===== src/hdl/lrbb_pkg.sv =====
`timescale 1ns / 1ps
`default_nettype none
// ----------------------------------------------------------------------------
// lrbb_pkg - shared types and constants for the line receive buffer
// Sizes of the line store, status codes, operation and register indexes.
// ----------------------------------------------------------------------------
package lrbb_pkg;

  localparam int LineSize = 32;
  localparam int AddrW    = $clog2(LineSize);
  localparam int CountW   = $clog2(LineSize + 1);

  localparam logic [7:0] TermReset = 8'd13;
  localparam logic [7:0] BkspReset = 8'd8;

  typedef enum logic [1:0] {
    StEmpty    = 2'd0,
    StReady    = 2'd1,
    StOverflow = 2'd2
  } status_e;

  typedef enum logic {
    OpReceive = 1'b0,
    OpRead    = 1'b1
  } op_e;

  typedef enum logic {
    CfgTerminator = 1'b0,
    CfgBackspace  = 1'b1
  } cfg_idx_e;

endpackage : lrbb_pkg
`default_nettype wire


===== src/hdl/lrbb_if.sv =====
`timescale 1ns / 1ps
`default_nettype none
// ----------------------------------------------------------------------------
// lrbb_in_if / lrbb_out_if - valid/ready channels of the line buffer
// Input beats carry an operation and a received byte; output beats carry
// one line character or a status report.
// ----------------------------------------------------------------------------
interface lrbb_in_if;
  logic       valid;
  logic       ready;
  logic       operation;
  logic [7:0] rx_byte;

  modport source (output valid, operation, rx_byte, input ready);
  modport sink   (input valid, operation, rx_byte, output ready);
endinterface : lrbb_in_if

interface lrbb_out_if;
  logic       valid;
  logic       ready;
  logic [1:0] status;
  logic [7:0] out_byte;
  logic       out_valid;
  logic       last;

  modport source (output valid, status, out_byte, out_valid, last, input ready);
  modport sink   (input valid, status, out_byte, out_valid, last, output ready);
endinterface : lrbb_out_if
`default_nettype wire


===== src/hdl/line_receive_buffer_with_backspace_unit.sv =====
`timescale 1ns / 1ps
`default_nettype none
// ----------------------------------------------------------------------------
// line_receive_buffer_with_backspace_unit - line store with backspace edit
// Gathers received bytes into a line memory, closes the line on the
// terminator and reads the finished line back one character per beat.
// ----------------------------------------------------------------------------
//  channel  | dir | payload                              | handshake
//  ---------+-----+--------------------------------------+-------------
//  in_i     | in  | operation, rx_byte                   | valid/ready
//  out_o    | out | status, out_byte, out_valid, last    | valid/ready
//  cfg      | in  | cfg_idx_i, cfg_data_i                | cfg_we_i
//
//  A receive beat makes at most one write into the line memory and one
//  result. A read beat of a non-empty line holds off the input until its
//  last beat is issued: the line memory has one registered read port,
//  and the first character waits for a look-ahead fetch.
//  Reset clears counters, status and output registers and loads the default
//  terminator and backspace; the line memory and its read data are not
//  cleared. A stalled output holds the sequencer and the fetched byte.
// ----------------------------------------------------------------------------
module line_receive_buffer_with_backspace_unit
  import lrbb_pkg::*;
(
  input  wire        clk_i,
  input  wire        rst_ni,
  input  wire        cfg_we_i,
  input  wire        cfg_idx_i,
  input  wire [7:0]  cfg_data_i,
  lrbb_in_if.sink    in_i,
  lrbb_out_if.source out_o
);

  typedef enum logic [1:0] {
    SIdle,
    SFirst,
    SNext,
    SLast
  } state_e;

  state_e                state_q, state_d;
  logic [CountW-1:0]     count_q, count_d;
  logic [AddrW-1:0]      len_q, len_d;
  status_e               status_q, status_d;
  logic [AddrW-1:0]      idx_q, idx_d;
  logic [7:0]            cur_q, cur_d;
  logic [7:0]            term_q, bksp_q;

  logic                  ov_q, ov_d;
  logic [1:0]            o_status_q, o_status_d;
  logic [7:0]            o_byte_q, o_byte_d;
  logic                  o_valid_q, o_valid_d;
  logic                  o_last_q, o_last_d;

  logic [7:0]            line_mem_q [LineSize];
  logic [7:0]            rd_data_q;
  logic                  mem_we;
  logic [AddrW-1:0]      mem_waddr;
  logic [7:0]            mem_wdata;
  logic                  rd_en;
  logic [AddrW-1:0]      rd_addr;

  logic                  out_free;
  logic                  in_ready;
  logic [AddrW-1:0]      idx_nxt;
  logic [AddrW-1:0]      wr_pos;
  logic [AddrW-1:0]      bk_pos;

  assign out_free = !ov_q || out_o.ready;
  assign in_ready = (state_q == SIdle) && out_free;
  assign idx_nxt  = idx_q + AddrW'(1);
  assign wr_pos   = count_q[AddrW-1:0];
  assign bk_pos   = wr_pos - AddrW'(1);

  assign in_i.ready     = in_ready;
  assign out_o.valid    = ov_q;
  assign out_o.status   = o_status_q;
  assign out_o.out_byte = o_byte_q;
  assign out_o.out_valid = o_valid_q;
  assign out_o.last     = o_last_q;

  always_comb begin
    state_d    = state_q;
    count_d    = count_q;
    len_d      = len_q;
    status_d   = status_q;
    idx_d      = idx_q;
    cur_d      = cur_q;
    ov_d       = ov_q;
    o_status_d = o_status_q;
    o_byte_d   = o_byte_q;
    o_valid_d  = o_valid_q;
    o_last_d   = o_last_q;
    mem_we     = 1'b0;
    mem_waddr  = '0;
    mem_wdata  = '0;
    rd_en      = 1'b0;
    rd_addr    = '0;

    if (out_free) begin
      ov_d = 1'b0;
    end

    case (state_q)
      SIdle: begin
        if (in_i.valid && in_ready) begin
          if (op_e'(in_i.operation) == OpReceive) begin
            if (count_q == CountW'(LineSize)) begin
              // drop the byte, restart the line
              status_d = StOverflow;
              count_d  = '0;
            end else if (in_i.rx_byte == term_q) begin
              mem_we    = 1'b1;
              mem_waddr = wr_pos;
              len_d     = wr_pos;
              status_d  = StReady;
              count_d   = '0;
            end else if (in_i.rx_byte == bksp_q) begin
              if (count_q != '0) begin
                mem_we    = 1'b1;
                mem_waddr = bk_pos;
                count_d   = count_q - CountW'(1);
              end
            end else begin
              mem_we    = 1'b1;
              mem_waddr = wr_pos;
              mem_wdata = in_i.rx_byte;
              count_d   = count_q + CountW'(1);
            end
            ov_d       = 1'b1;
            o_status_d = status_d;
            o_byte_d   = '0;
            o_valid_d  = 1'b0;
            o_last_d   = 1'b1;
          end else begin
            status_d = StEmpty;
            if (len_q == '0) begin
              ov_d       = 1'b1;
              o_status_d = StEmpty;
              o_byte_d   = '0;
              o_valid_d  = 1'b0;
              o_last_d   = 1'b1;
            end else begin
              rd_en   = 1'b1;
              rd_addr = '0;
              state_d = SFirst;
            end
          end
        end
      end
      SFirst: begin
        if (out_free) begin
          if (rd_data_q == '0) begin
            ov_d       = 1'b1;
            o_status_d = StEmpty;
            o_byte_d   = '0;
            o_valid_d  = 1'b0;
            o_last_d   = 1'b1;
            state_d    = SIdle;
          end else if (len_q == AddrW'(1)) begin
            ov_d       = 1'b1;
            o_status_d = StEmpty;
            o_byte_d   = rd_data_q;
            o_valid_d  = 1'b1;
            o_last_d   = 1'b1;
            state_d    = SIdle;
          end else begin
            // fetch ahead so the last flag is known when a byte leaves
            cur_d   = rd_data_q;
            idx_d   = '0;
            rd_en   = 1'b1;
            rd_addr = AddrW'(1);
            state_d = SNext;
          end
        end
      end
      SNext: begin
        if (out_free) begin
          ov_d       = 1'b1;
          o_status_d = StEmpty;
          o_byte_d   = cur_q;
          o_valid_d  = 1'b1;
          o_last_d   = (rd_data_q == '0);
          if (rd_data_q == '0) begin
            state_d = SIdle;
          end else begin
            cur_d = rd_data_q;
            idx_d = idx_nxt;
            if (idx_nxt + AddrW'(1) == len_q) begin
              state_d = SLast;
            end else begin
              rd_en   = 1'b1;
              rd_addr = idx_nxt + AddrW'(1);
            end
          end
        end
      end
      SLast: begin
        if (out_free) begin
          ov_d       = 1'b1;
          o_status_d = StEmpty;
          o_byte_d   = cur_q;
          o_valid_d  = 1'b1;
          o_last_d   = 1'b1;
          state_d    = SIdle;
        end
      end
      default: begin
        state_d = SIdle;
      end
    endcase
  end

  always_ff @(posedge clk_i or negedge rst_ni) begin
    if (!rst_ni) begin
      state_q    <= SIdle;
      count_q    <= '0;
      len_q      <= '0;
      status_q   <= StEmpty;
      idx_q      <= '0;
      cur_q      <= '0;
      term_q     <= TermReset;
      bksp_q     <= BkspReset;
      ov_q       <= 1'b0;
      o_status_q <= '0;
      o_byte_q   <= '0;
      o_valid_q  <= 1'b0;
      o_last_q   <= 1'b0;
    end else begin
      state_q    <= state_d;
      count_q    <= count_d;
      len_q      <= len_d;
      status_q   <= status_d;
      idx_q      <= idx_d;
      cur_q      <= cur_d;
      ov_q       <= ov_d;
      o_status_q <= o_status_d;
      o_byte_q   <= o_byte_d;
      o_valid_q  <= o_valid_d;
      o_last_q   <= o_last_d;
      if (cfg_we_i) begin
        case (cfg_idx_e'(cfg_idx_i))
          CfgTerminator: term_q <= cfg_data_i;
          CfgBackspace:  bksp_q <= cfg_data_i;
          default:       term_q <= term_q;
        endcase
      end
    end
  end

  // line memory: one write port, one registered read port
  always_ff @(posedge clk_i) begin
    if (mem_we) begin
      line_mem_q[mem_waddr] <= mem_wdata;
    end
    if (rd_en) begin
      rd_data_q <= line_mem_q[rd_addr];
    end
  end

endmodule : line_receive_buffer_with_backspace_unit
`default_nettype wire


===== src/flat_wrapper.sv =====
// flat-port wrapper written by rule: the top's interface ports become plain ports
module line_receive_buffer_with_backspace_unit_flat import lrbb_pkg::*;
  (clk_i, rst_ni, cfg_we_i, cfg_idx_i, cfg_data_i, in_i_valid, in_i_operation, in_i_rx_byte, in_i_ready, out_o_valid, out_o_status, out_o_out_byte, out_o_out_valid, out_o_last, out_o_ready);
  lrbb_in_if in_i_i ();
  lrbb_out_if out_o_i ();
  input  wire clk_i;
  input  wire rst_ni;
  input  wire cfg_we_i;
  input  wire cfg_idx_i;
  input  wire [7:0] cfg_data_i;
  input wire logic [$bits(in_i_i.valid)-1:0] in_i_valid;
  input wire logic [$bits(in_i_i.operation)-1:0] in_i_operation;
  input wire logic [$bits(in_i_i.rx_byte)-1:0] in_i_rx_byte;
  output wire logic [$bits(in_i_i.ready)-1:0] in_i_ready;
  output wire logic [$bits(out_o_i.valid)-1:0] out_o_valid;
  output wire logic [$bits(out_o_i.status)-1:0] out_o_status;
  output wire logic [$bits(out_o_i.out_byte)-1:0] out_o_out_byte;
  output wire logic [$bits(out_o_i.out_valid)-1:0] out_o_out_valid;
  output wire logic [$bits(out_o_i.last)-1:0] out_o_last;
  input wire logic [$bits(out_o_i.ready)-1:0] out_o_ready;
  assign in_i_i.valid = in_i_valid;
  assign in_i_i.operation = in_i_operation;
  assign in_i_i.rx_byte = in_i_rx_byte;
  assign in_i_ready = in_i_i.ready;
  assign out_o_valid = out_o_i.valid;
  assign out_o_status = out_o_i.status;
  assign out_o_out_byte = out_o_i.out_byte;
  assign out_o_out_valid = out_o_i.out_valid;
  assign out_o_last = out_o_i.last;
  assign out_o_i.ready = out_o_ready;
  line_receive_buffer_with_backspace_unit u_core (.clk_i(clk_i), .rst_ni(rst_ni), .cfg_we_i(cfg_we_i), .cfg_idx_i(cfg_idx_i), .cfg_data_i(cfg_data_i), .in_i(in_i_i), .out_o(out_o_i));
endmodule

===== config.mk =====
export PLATFORM = sky130hd
export DESIGN_NAME = line_receive_buffer_with_backspace_unit_flat
export DESIGN_NICKNAME = d
export VERILOG_FILES = /design/src/hdl/lrbb_pkg.sv /design/src/hdl/lrbb_if.sv /design/src/hdl/line_receive_buffer_with_backspace_unit.sv /design/src/flat_wrapper.sv
export SDC_FILE = /design/constraint.sdc
export NUM_CORES = 1
export LEC_CHECK = 0
export ABC_AREA = 1
export BUFFER_PORTS_ARGS = -buffer_cell sky130_fd_sc_hd__buf_2
export CAP_MARGIN = 5
export CORE_MARGIN = 5
export CORE_UTILIZATION = 40
export CTS_CLUSTER_DIAMETER = 30
export DETAILED_ROUTE_END_ITERATION = 8
export PLACE_DENSITY = 0.52
export SETUP_SLACK_MARGIN = 0.3
export SYNTH_ARGS = -nofsm -noshare
export SYNTH_HDL_FRONTEND = slang
export SYNTH_SLANG_ARGS = --single-unit

===== constraint.sdc =====
create_clock -name clk_i -period 7 [get_ports clk_i]
set_input_delay 1.05 -clock clk_i [delete_from_list [all_inputs] [get_ports clk_i]]
set_output_delay 1.05 -clock clk_i [all_outputs]
set_load 0.02 [all_outputs]

* Yosys cells after proc, flatten, opt, wreduce, memory -nomap -nowiden
Memories as Yosys holds them, arrays and structs flattened. A register that Yosys moved wholly into a read port is not among the register bits.
Cells that the tools add are included.
Widths: inputs -> output; s select.
** Cells by class
- $add $sub $neg :: 5
- Eq/ne operators :: 22
- Muxes and demuxes :: 108
- Bitwise operators :: 3
- Reduce and logical (&&, ||, !) cells :: 19
** Operators with widths (number)
- $mux 8 :: 18
- $mux 5 :: 17
- $mux 1 :: 40
- $mux 2 :: 19
- $mux 6 :: 4
- $pmux 8 s3 :: 1
- $pmux 5 s2 :: 2
- $eq 8x8->1 :: 2
- $pmux 8 s2 :: 1
- $ne 2x2->1 const B :: 6
- $reduce_and 6->1 :: 2
- $add 5x1->5 const B :: 2
- $reduce_and 5->1 :: 2
- $pmux 1 s3 :: 3
- $logic_not 8->1 :: 1
- $ne 2x1->1 const B :: 4
- $pmux 2 s4 :: 1
- $reduce_and 7->1 :: 1
- $add 6x1->6 const B :: 1
- $eq 6x6->1 const B :: 1
- $ne 3x1->1 const B :: 2
- $pmux 2 s3 :: 1
- $reduce_and 2->1 :: 3
- $reduce_bool 6->1 :: 1
- 18 further kinds :: 22
** Word-level totals
- Bits in registers :: 57
- Memory bits (writable) :: 256
- Output and inout port bits :: 14
- Memories :: 1
** Memory list
- u_core.line_mem_q :: words 32, bits a word 8, read ports 1, clocked after memory_dff 1, write ports 1, RTL line line_receive_buffer_with_backspace_unit.sv:55 : logic [7:0] line_mem_q [LineSize];

* Logic depth before layout (Yosys ltp)
Gate-level depths: netlist of the first run.
- Depth in word-level cells :: 10
- Mapped depth :: 23
- Depth with buffers taken out :: 21

* Least setup slack after synthesis of the first run
Ideal clock, no wire load.
- Kind :: input port to flip-flop
- From :: in out_o_ready
- To :: mem u_core.line_mem_q[0][0] (data pin)
- Library setup time :: 0.445 ns
- Data arrival time :: 3.458 ns
- Required time :: 6.555 ns
- Path slack :: 3.097 ns
- Cell stages on the path :: 8
- Cells stage by stage :: nor2_1 > nor2_1 > nand2_1 > nor2_1 > inv_1 > nor2_1 > nand2_1 > nor3_1
** Between the ends
- Cells in the longest elaborated chain, start to end :: 5
** RTL lines
- from (decl) :: RTL line flat_wrapper.sv:20 : input wire logic [$bits(out_o_i.ready)-1:0] out_o_ready;
- $logic_or 1x1->1 :: RTL line line_receive_buffer_with_backspace_unit.sv:69 : assign out_free = !ov_q || out_o.ready;
- $logic_and 1x1->1 :: RTL line line_receive_buffer_with_backspace_unit.sv:70 : assign in_ready = (state_q == SIdle) && out_free;
- named net in_i_ready :: RTL line flat_wrapper.sv:14 : output wire logic [$bits(in_i_i.ready)-1:0] in_i_ready;
- $logic_and 1x1->1 :: RTL line line_receive_buffer_with_backspace_unit.sv:106 : if (in_i.valid && in_ready) begin
- $mux 8 :: RTL line line_receive_buffer_with_backspace_unit.sv:106
- $mux 8 :: RTL line line_receive_buffer_with_backspace_unit.sv:104 : case (state_q)
- named net u_core.mem_wdata[0] :: RTL line line_receive_buffer_with_backspace_unit.sv:59 : logic [7:0] mem_wdata;
- to (decl) :: RTL line line_receive_buffer_with_backspace_unit.sv:55
The timed path passes the listed nets, and every way through them passes these cells.

* Worst setup path after layout of the first run
- From :: reg u_core.idx_q[0]
- To :: reg u_core.rd_data_q[1], read port of u_core.line_mem_q (data pin)
** Between the ends
- Cells in the longest elaborated chain, start to end :: 7
- Elaborated cells between the ends (all ways) :: 11
- Classes of those cells :: 2 x add/sub; 1 x eq/ne; 8 x mux
** RTL lines
- from (decl) :: RTL line line_receive_buffer_with_backspace_unit.sv:45 : logic [AddrW-1:0] idx_q, idx_d;
- from (signal assigned) :: RTL line line_receive_buffer_with_backspace_unit.sv:234 : idx_q <= idx_d;
- $add 5x1->5 * :: RTL line line_receive_buffer_with_backspace_unit.sv:71 : assign idx_nxt = idx_q + AddrW'(1);
- $add 5x1->5 * :: RTL line line_receive_buffer_with_backspace_unit.sv:189, line_receive_buffer_with_backspace_unit.sv:193
- $eq 5x5->1 :: RTL line line_receive_buffer_with_backspace_unit.sv:189 : if (idx_nxt + AddrW'(1) == len_q) begin
- $mux 1 or $mux 5 (tied branches) :: RTL line line_receive_buffer_with_backspace_unit.sv:189
- $mux 1 or $mux 5 (tied branches) :: RTL line line_receive_buffer_with_backspace_unit.sv:184 : if (rd_data_q == '0) begin
- $mux 1 or $mux 5 (tied branches) :: RTL line line_receive_buffer_with_backspace_unit.sv:178 : if (out_free) begin
- $pmux 1 s3 or $pmux 5 s2 (tied branches) :: RTL line line_receive_buffer_with_backspace_unit.sv:104
- to (decl) :: RTL line line_receive_buffer_with_backspace_unit.sv:56 : logic [7:0] rd_data_q;
Mark *: on every way between the ends. The rest lies on a longest branch, timed or not.
A chain may end at the register's enable or synchronous reset.

==> metrics.cfg, run 1 <==
[outcome]
status = completed

[synthesis]
synth_cell_types = 40
synth_mux_area_frac = 0
synth_fa_ha_area_frac = 0.0112
synth_edf_count = 264
yosysTopAreaCell = edfxtp_1
seq_area_frac_synth = 0.619
ys_async_sr_fraction = 0.178
yosys_warnings = 0
syn-instance-count = 1532
yosysTopAreaCellShare = 0.524
ys_seq_elements = 321
synth_top_family_by_area = simple AND/OR/NAND/NOR gates
synth_area_mm2 = 0.0151
yosys.area_share.simple = 0.254
syn-num-nets = 1568
avgSynthCellArea_um2 = 9.87
synth_ff_type = edfxtp_1
synthXorXnorAreaFrac = 0.00405
synth_common_cells = 382 x nand2_1, 293 x nand3_1, 264 x edfxtp_1, 199 x inv_1, 57 x nor2_1
yosysMostFrequentCell = nand2_1
synth-compound-area-share = 0.0310
synthTopCellsByArea = edfxtp_1 52%, nand3_1 9.7%, nand2_1 9.5%

[cts]
cts_setup_buffers = 0
insertion_delay_ns = 0.58
cts_hold_buffers = 0
cts_made_buffers = 75
cts_max_path_buffers = 3
post_cts_resized = 0
htree_levels = 3
clockRootBuffer = clkbuf_16
clkSlewWorstSetupHoldPaths_ns = 0.05
tritoncts = built
clkSinkCount = 321

[routing]
drt-initial-drc-count = 909
vias = 10940
dr.pass1.iters = 6
wire_per_inst_um = 18.5
drc = 0
ant_nets = 0
routed_wl_um = 40000
vias_per_cell = 5.06

[floorplanning]
fp.dieW_um = 204
die_area_mm2 = 0.0418
coreArea_mm2 = 0.0375
die_y_um = 204
num_io_pins = 37
rows = 71
initial_core_util = 0.403

[final_layout]
antenna-diode-count = 0
final_cells = 2163
drive_gt1_frac = 0.139
syn_to_final_growth_pct = 21.4
num-nets-final = 1625

[placement]
portBuffers = 36
dp_slack_ns = 2.45
place.gp.congestion = 0.793
dp_hpwl_um = 23900
dp_cells = 2023

[global_routing]
gr-total-overflow = 0
grt_max_degree = 94
grt_pass1_wl_um = 62300
grt_use_met2 = 0.306
track_usage = 0.193
grt_pass1_vias = 10834
grtUsageMet3 = 0.0333
grt_antenna_before_repair = 0
met1_usage = 0.273
top_usage_layer = met2

[timing]
rsz0062_at_grt = false
max_slew_margin = 0.315
tightest_slew_ns = 1.03
clock_skew_ns = 0.0203
period_minus_slack_ns = 4.34
tns_ns = 0
finalCritPeriodShare = 0.621
setup_viol = 0
hold_violations = 0
drv_slew = 0
max_freq_mhz = 230
setup_ws_ns = 2.66
whs_ns = 0.472

[setup_path]
reg2reg_from = u_core.idx_q[0]
ff2ff_path_depth = 19
r2r_end = u_core.rd_data_q[1]
arrival_ns = 4.64
critPathKind = reg -> reg
crit_path_end = u_core.rd_data_q[1]
end_kind = register
worstPathRequired_ns = 7.30
startpoint = u_core.idx_q[0]
cp_max_fo = 50
r2r_setup_slack_ns = 2.66
startpoint_type = register

[flow_run]
maxCapViolCount = 0

[power_and_ir_drop]
cellPowerDensity_mw_per_mm2 = 424
vdd_drop_max_v = 0.000229
leakage_nw = 7.80
totalPowerFinal_mw = 7.79

[hold_path]
hp-class = reg -> reg

-- cell usage in the layout (no fill, tap or decap), types with 8 or more instances in the layout --
| cell | Yosys | final |
|---|---|---|
| a21oi_1 | 8 | 8 |
| a22oi_1 | 8 | 8 |
| buf_2 | 35 | 36 |
| buf_4 | 6 | 16 |
| bufinv_16 | 0 | 15 |
| clkbuf_1 | 13 | 8 |
| clkbuf_16 | 0 | 78 |
| clkinv_1 | 3 | 11 |
| clkinv_2 | 0 | 12 |
| dfrtp_1 | 53 | 53 |
| edfxtp_1 | 264 | 264 |
| ha_1 | 12 | 12 |
| inv_1 | 199 | 199 |
| nand2_1 | 382 | 381 |
| nand2_2 | 10 | 9 |
| nand3_1 | 293 | 293 |
| nand3b_1 | 41 | 41 |
| nand4_1 | 13 | 13 |
| nor2_1 | 57 | 57 |
| nor3_2 | 0 | 8 |
| o21ai_0 | 39 | 39 |
| o31ai_1 | 10 | 10 |
| or2_2 | 17 | 17 |
-- registers in the layout (all words and copies together), names as in the netlist, 2 cells and up --
| signal | cells |
|---|---|
| u_core.idx_q | 5 |
| u_core.len_q | 5 |
| u_core.bksp_q | 8 |
| u_core.line_mem_q | 256 |
| u_core.rd_data_q | 8 |
| u_core.out_o.out_byte | 8 |
| u_core.count_q | 6 |
| u_core.out_o.status | 2 |
| u_core.state_q | 2 |
| u_core.cur_q | 8 |
| u_core.status_q | 2 |
| u_core.term_q | 8 |
-- worst min-delay path by stage --
stage / slack [ns] / from / depth (start not counted) / end
after global placement: 0.46 / u_core.out_o.out_byte[7] / 2 / u_core.out_o.out_byte[7]
final: 0.47 / u_core.out_o.out_valid / 2 / u_core.out_o.out_valid
after detailed placement: 0.46 / u_core.out_o.out_valid / 2 / u_core.out_o.out_valid
after global routing: 0.50 / u_core.cur_q[5] / 2 / u_core.cur_q[5]
after floorplan: 0.45 / u_core.cur_q[5] / 2 / u_core.cur_q[5]
after CTS: 0.48 / u_core.out_o.out_valid / 2 / u_core.out_o.out_valid
-- cell families after synthesis --
kind of cell | Yosys count
AND/OR/NAND/NOR | 836
flip-flops | 321
buffers and inverters | 277
AO/OA/AOI/OAI | 78
adder cells (fa/ha/maj) | 13
XOR/XNOR | 7
-- cell type report --
| cell class | instances | area (µm²) |
|---|---|---|
| multi-input combinational | 934 | 4590 |
| tap | 511 | 639 |
| clock inverter | 54 | 718 |
| timing repair buffer | 52 | 300 |
| fill | 3519 | 19100 |
| clock buffer | 86 | 1980 |
| sequential | 321 | 9360 |
| inverter | 205 | 769 |
-- worst max-delay path: stages (launching register included) --
cell     delay (ns)
dfrtp_1        0.55
inv_2          0.10
ha_1           0.36
nor2_1         0.13
nand3_2        0.11
nand3_1        0.16
nand3_1        0.09
nand2_1        0.09
nor2_2         0.05
nand2_4        0.09
nand2_4        0.33
nand2_4        0.61
buf_4          0.53
nand2_1        0.12
nand3_1        0.12
nand3_1        0.10
nand3_1        0.16
nand2_1        0.12
nand2_1        0.09
nand2_1        0.10
-- through the flow --
step / utilization / area, µm²
floorplan: - / 15100
global placement: 0.418 / 15700
detailed placement: 0.418 / 15700
CTS: 0.490 / 18400
global route: 0.490 / 18400
finish: 0.490 / 18400
-- layer usage --
layer / share of wire / up-vias
met5: 0 / -
met4: 0.021 / 0
met3: 0.054 / 61
met2: 0.47 / 324
met1: 0.46 / 5262
li1: - / 5293
-- where the power goes --
group,internal (mW),total [mW],switching (mW),leakage (nW)
registers,2.24,2.33,0.0933,3.15
logic,0.520,1.77,1.25,3.34
clock network,2.59,3.69,1.11,1.30
Note: power is estimated with default switching activity, not from simulation.
==> inputs of run 2 (changes only) <==
clock period = 4.5 ns   (was 7 ns; I/O delays follow)
==> run 2 against run 1 <==
Net effect: utilization grew 0.75 points; flip-flop and latch count unchanged; critical path depth fell by 5; count of clock-buffer cells in the layout rose by 7; global-route usage increased by 0.35 points; via count up 0.67%; final cell count grew 1.1%; critical path type unchanged; critical endpoint is now u_core.line_mem_q[31][6]; largest cell class unchanged.
==> metrics.cfg, run 2 (same netlist as run 1, synthesis figures left out) <==
[final_layout]
top_register = u_core.line_mem_q
layout_common_cells = 381 x nand2_1, 293 x nand3_1, 264 x edfxtp_1
syn_to_final_growth_pct = 23.3
drive_gt1_frac = 0.147
final_common_cell = nand2_1
utilization = 0.497
largest_reg_flops = 256
final_cells = 2187
num-nets-final = 1647
antenna-diode-count = 0

[cts]
htree_levels = 3
cts_setup_buffers = 0
post_cts_resized = 0
clkSlewWorstSetupHoldPaths_ns = 0.04
clockRootBuffer = clkbuf_16
cts_made_buffers = 79
clkSinkCount = 321
cts_max_path_buffers = 3
insertion_delay_ns = 0.58
cts_hold_buffers = 1
tritoncts = built

[global_routing]
grt_antenna_before_repair = 0
met1_usage = 0.273
grt_pass1_wl_um = 63400
track_usage = 0.197
top_usage_layer = met2
grtUsageMet3 = 0.0346
grt_use_met2 = 0.317
grt_max_degree = 129
grt_pass1_vias = 11126
gr-total-overflow = 0

[floorplanning]
die_y_um = 204
coreArea_mm2 = 0.0375
die_area_mm2 = 0.0418
initial_core_util = 0.403
fp.dieW_um = 204
num_io_pins = 37
rows = 71

[setup_path]
startpoint_type = register
end_kind = register
critPathKind = reg -> reg
arrival_ns = 3.91
worstPathRequired_ns = 4.70
cp_max_fo = 13

[routing]
drt-initial-drc-count = 836
vias = 11013
ant_nets = 0
dr.pass1.iters = 5
drc = 0
vias_per_cell = 5.04
wire_per_inst_um = 18.5
routed_wl_um = 40400

[timing]
finalCritPeriodShare = 0.824
tns_ns = 0
max_slew_margin = 0.321
rsz0062_at_grt = false
tightest_slew_ns = 1.02
setup_ws_ns = 0.792
setup_viol = 0
max_freq_mhz = 270
clock_skew_ns = 0.0206
hold_violations = 0
drv_slew = 0
period_minus_slack_ns = 3.71

[flow_run]
maxCapViolCount = 0

[power_and_ir_drop]
leakage_nw = 7.96
vdd_drop_max_v = 0.000301
cellPowerDensity_mw_per_mm2 = 662

[placement]
dp_hpwl_um = 24100
dp_cells = 2040
portBuffers = 36
dp_slack_ns = 0.826
place.gp.congestion = 0.791

[hold_path]
hp-class = in -> reg

[outcome]
status = completed

run 2: layer usage:
metal | wire, µm | part of all wire | vias up
met5 | 0 | 0 | -
met4 | 741 | 0.018 | 0
met3 | 2480 | 0.061 | 61
met2 | 19200 | 0.48 | 337
met1 | 17900 | 0.44 | 5275
li1 | - | - | 5340
run 2: area by class of cell:
type,count,area (µm²)
Tap cell,511,639
Fill cell,3497,18800
Timing Repair Buffer,70,475
Sequential cell,321,9360
Clock buffer,93,2080
Clock inverter,53,728
Inverter,205,769
Multi-Input combinational cell,934,4590
run 2: path summary, 6_finish.rpt:
path | startpoint | cells after the start | to | slack [ns]
worst max-delay path | u_core.state_q[0] | 14 | u_core.line_mem_q[31][6] | 0.79
worst min-delay path | cfg_data_i[2] | 3 | u_core.term_q[2] | 0.34
worst max register to register | u_core.state_q[0] | 14 | u_core.line_mem_q[31][6] | 0.79
worst min register to register | u_core.out_o.out_valid | 2 | u_core.out_o.out_valid | 0.47
max in group asynchronous | rst_ni | 3 | u_core.state_q[1] | 3.06
min in group asynchronous | rst_ni | 2 | u_core.bksp_q[1] | 0.53
run 2: report_power, final:
part / internal, mW / total [mW] / switching (mW)
Clock: 4.20 / 5.92 / 1.72
Combinational: 0.852 / 2.78 / 1.93
Sequential: 3.49 / 3.64 / 0.159
Total: 8.53 / 12.3 / 3.81
run 2: critical path, stage by stage (launching register included):
cell and delay [ns]:
dfrtp_1 0.39, inv_1 0.11, ha_1 0.44, inv_1 0.17
nor2_1 0.20, nand2_1 0.20, nor2_1 0.13, inv_1 0.07
nor2_1 0.12, inv_1 0.07, nor2_1 0.23, nand2_1 0.18
inv_1 0.15, nand3_1 0.21, nor2_1 0.65
run 2: stage by stage:
| step | hold slack [ns] | instance area (µm²) | total power, mW |
|---|---|---|---|
| final | 0.338 | 18600 | 12.3 |
| after global routing | 0.334 | 18600 | 13.0 |
| after CTS | 0.307 | 18600 | 12.5 |
| after detailed placement | 0.464 | 15800 | 6.49 |
| after global placement | 0.461 | 15800 | 6.48 |
| after floorplan | 0.379 | 15100 | 5.77 |
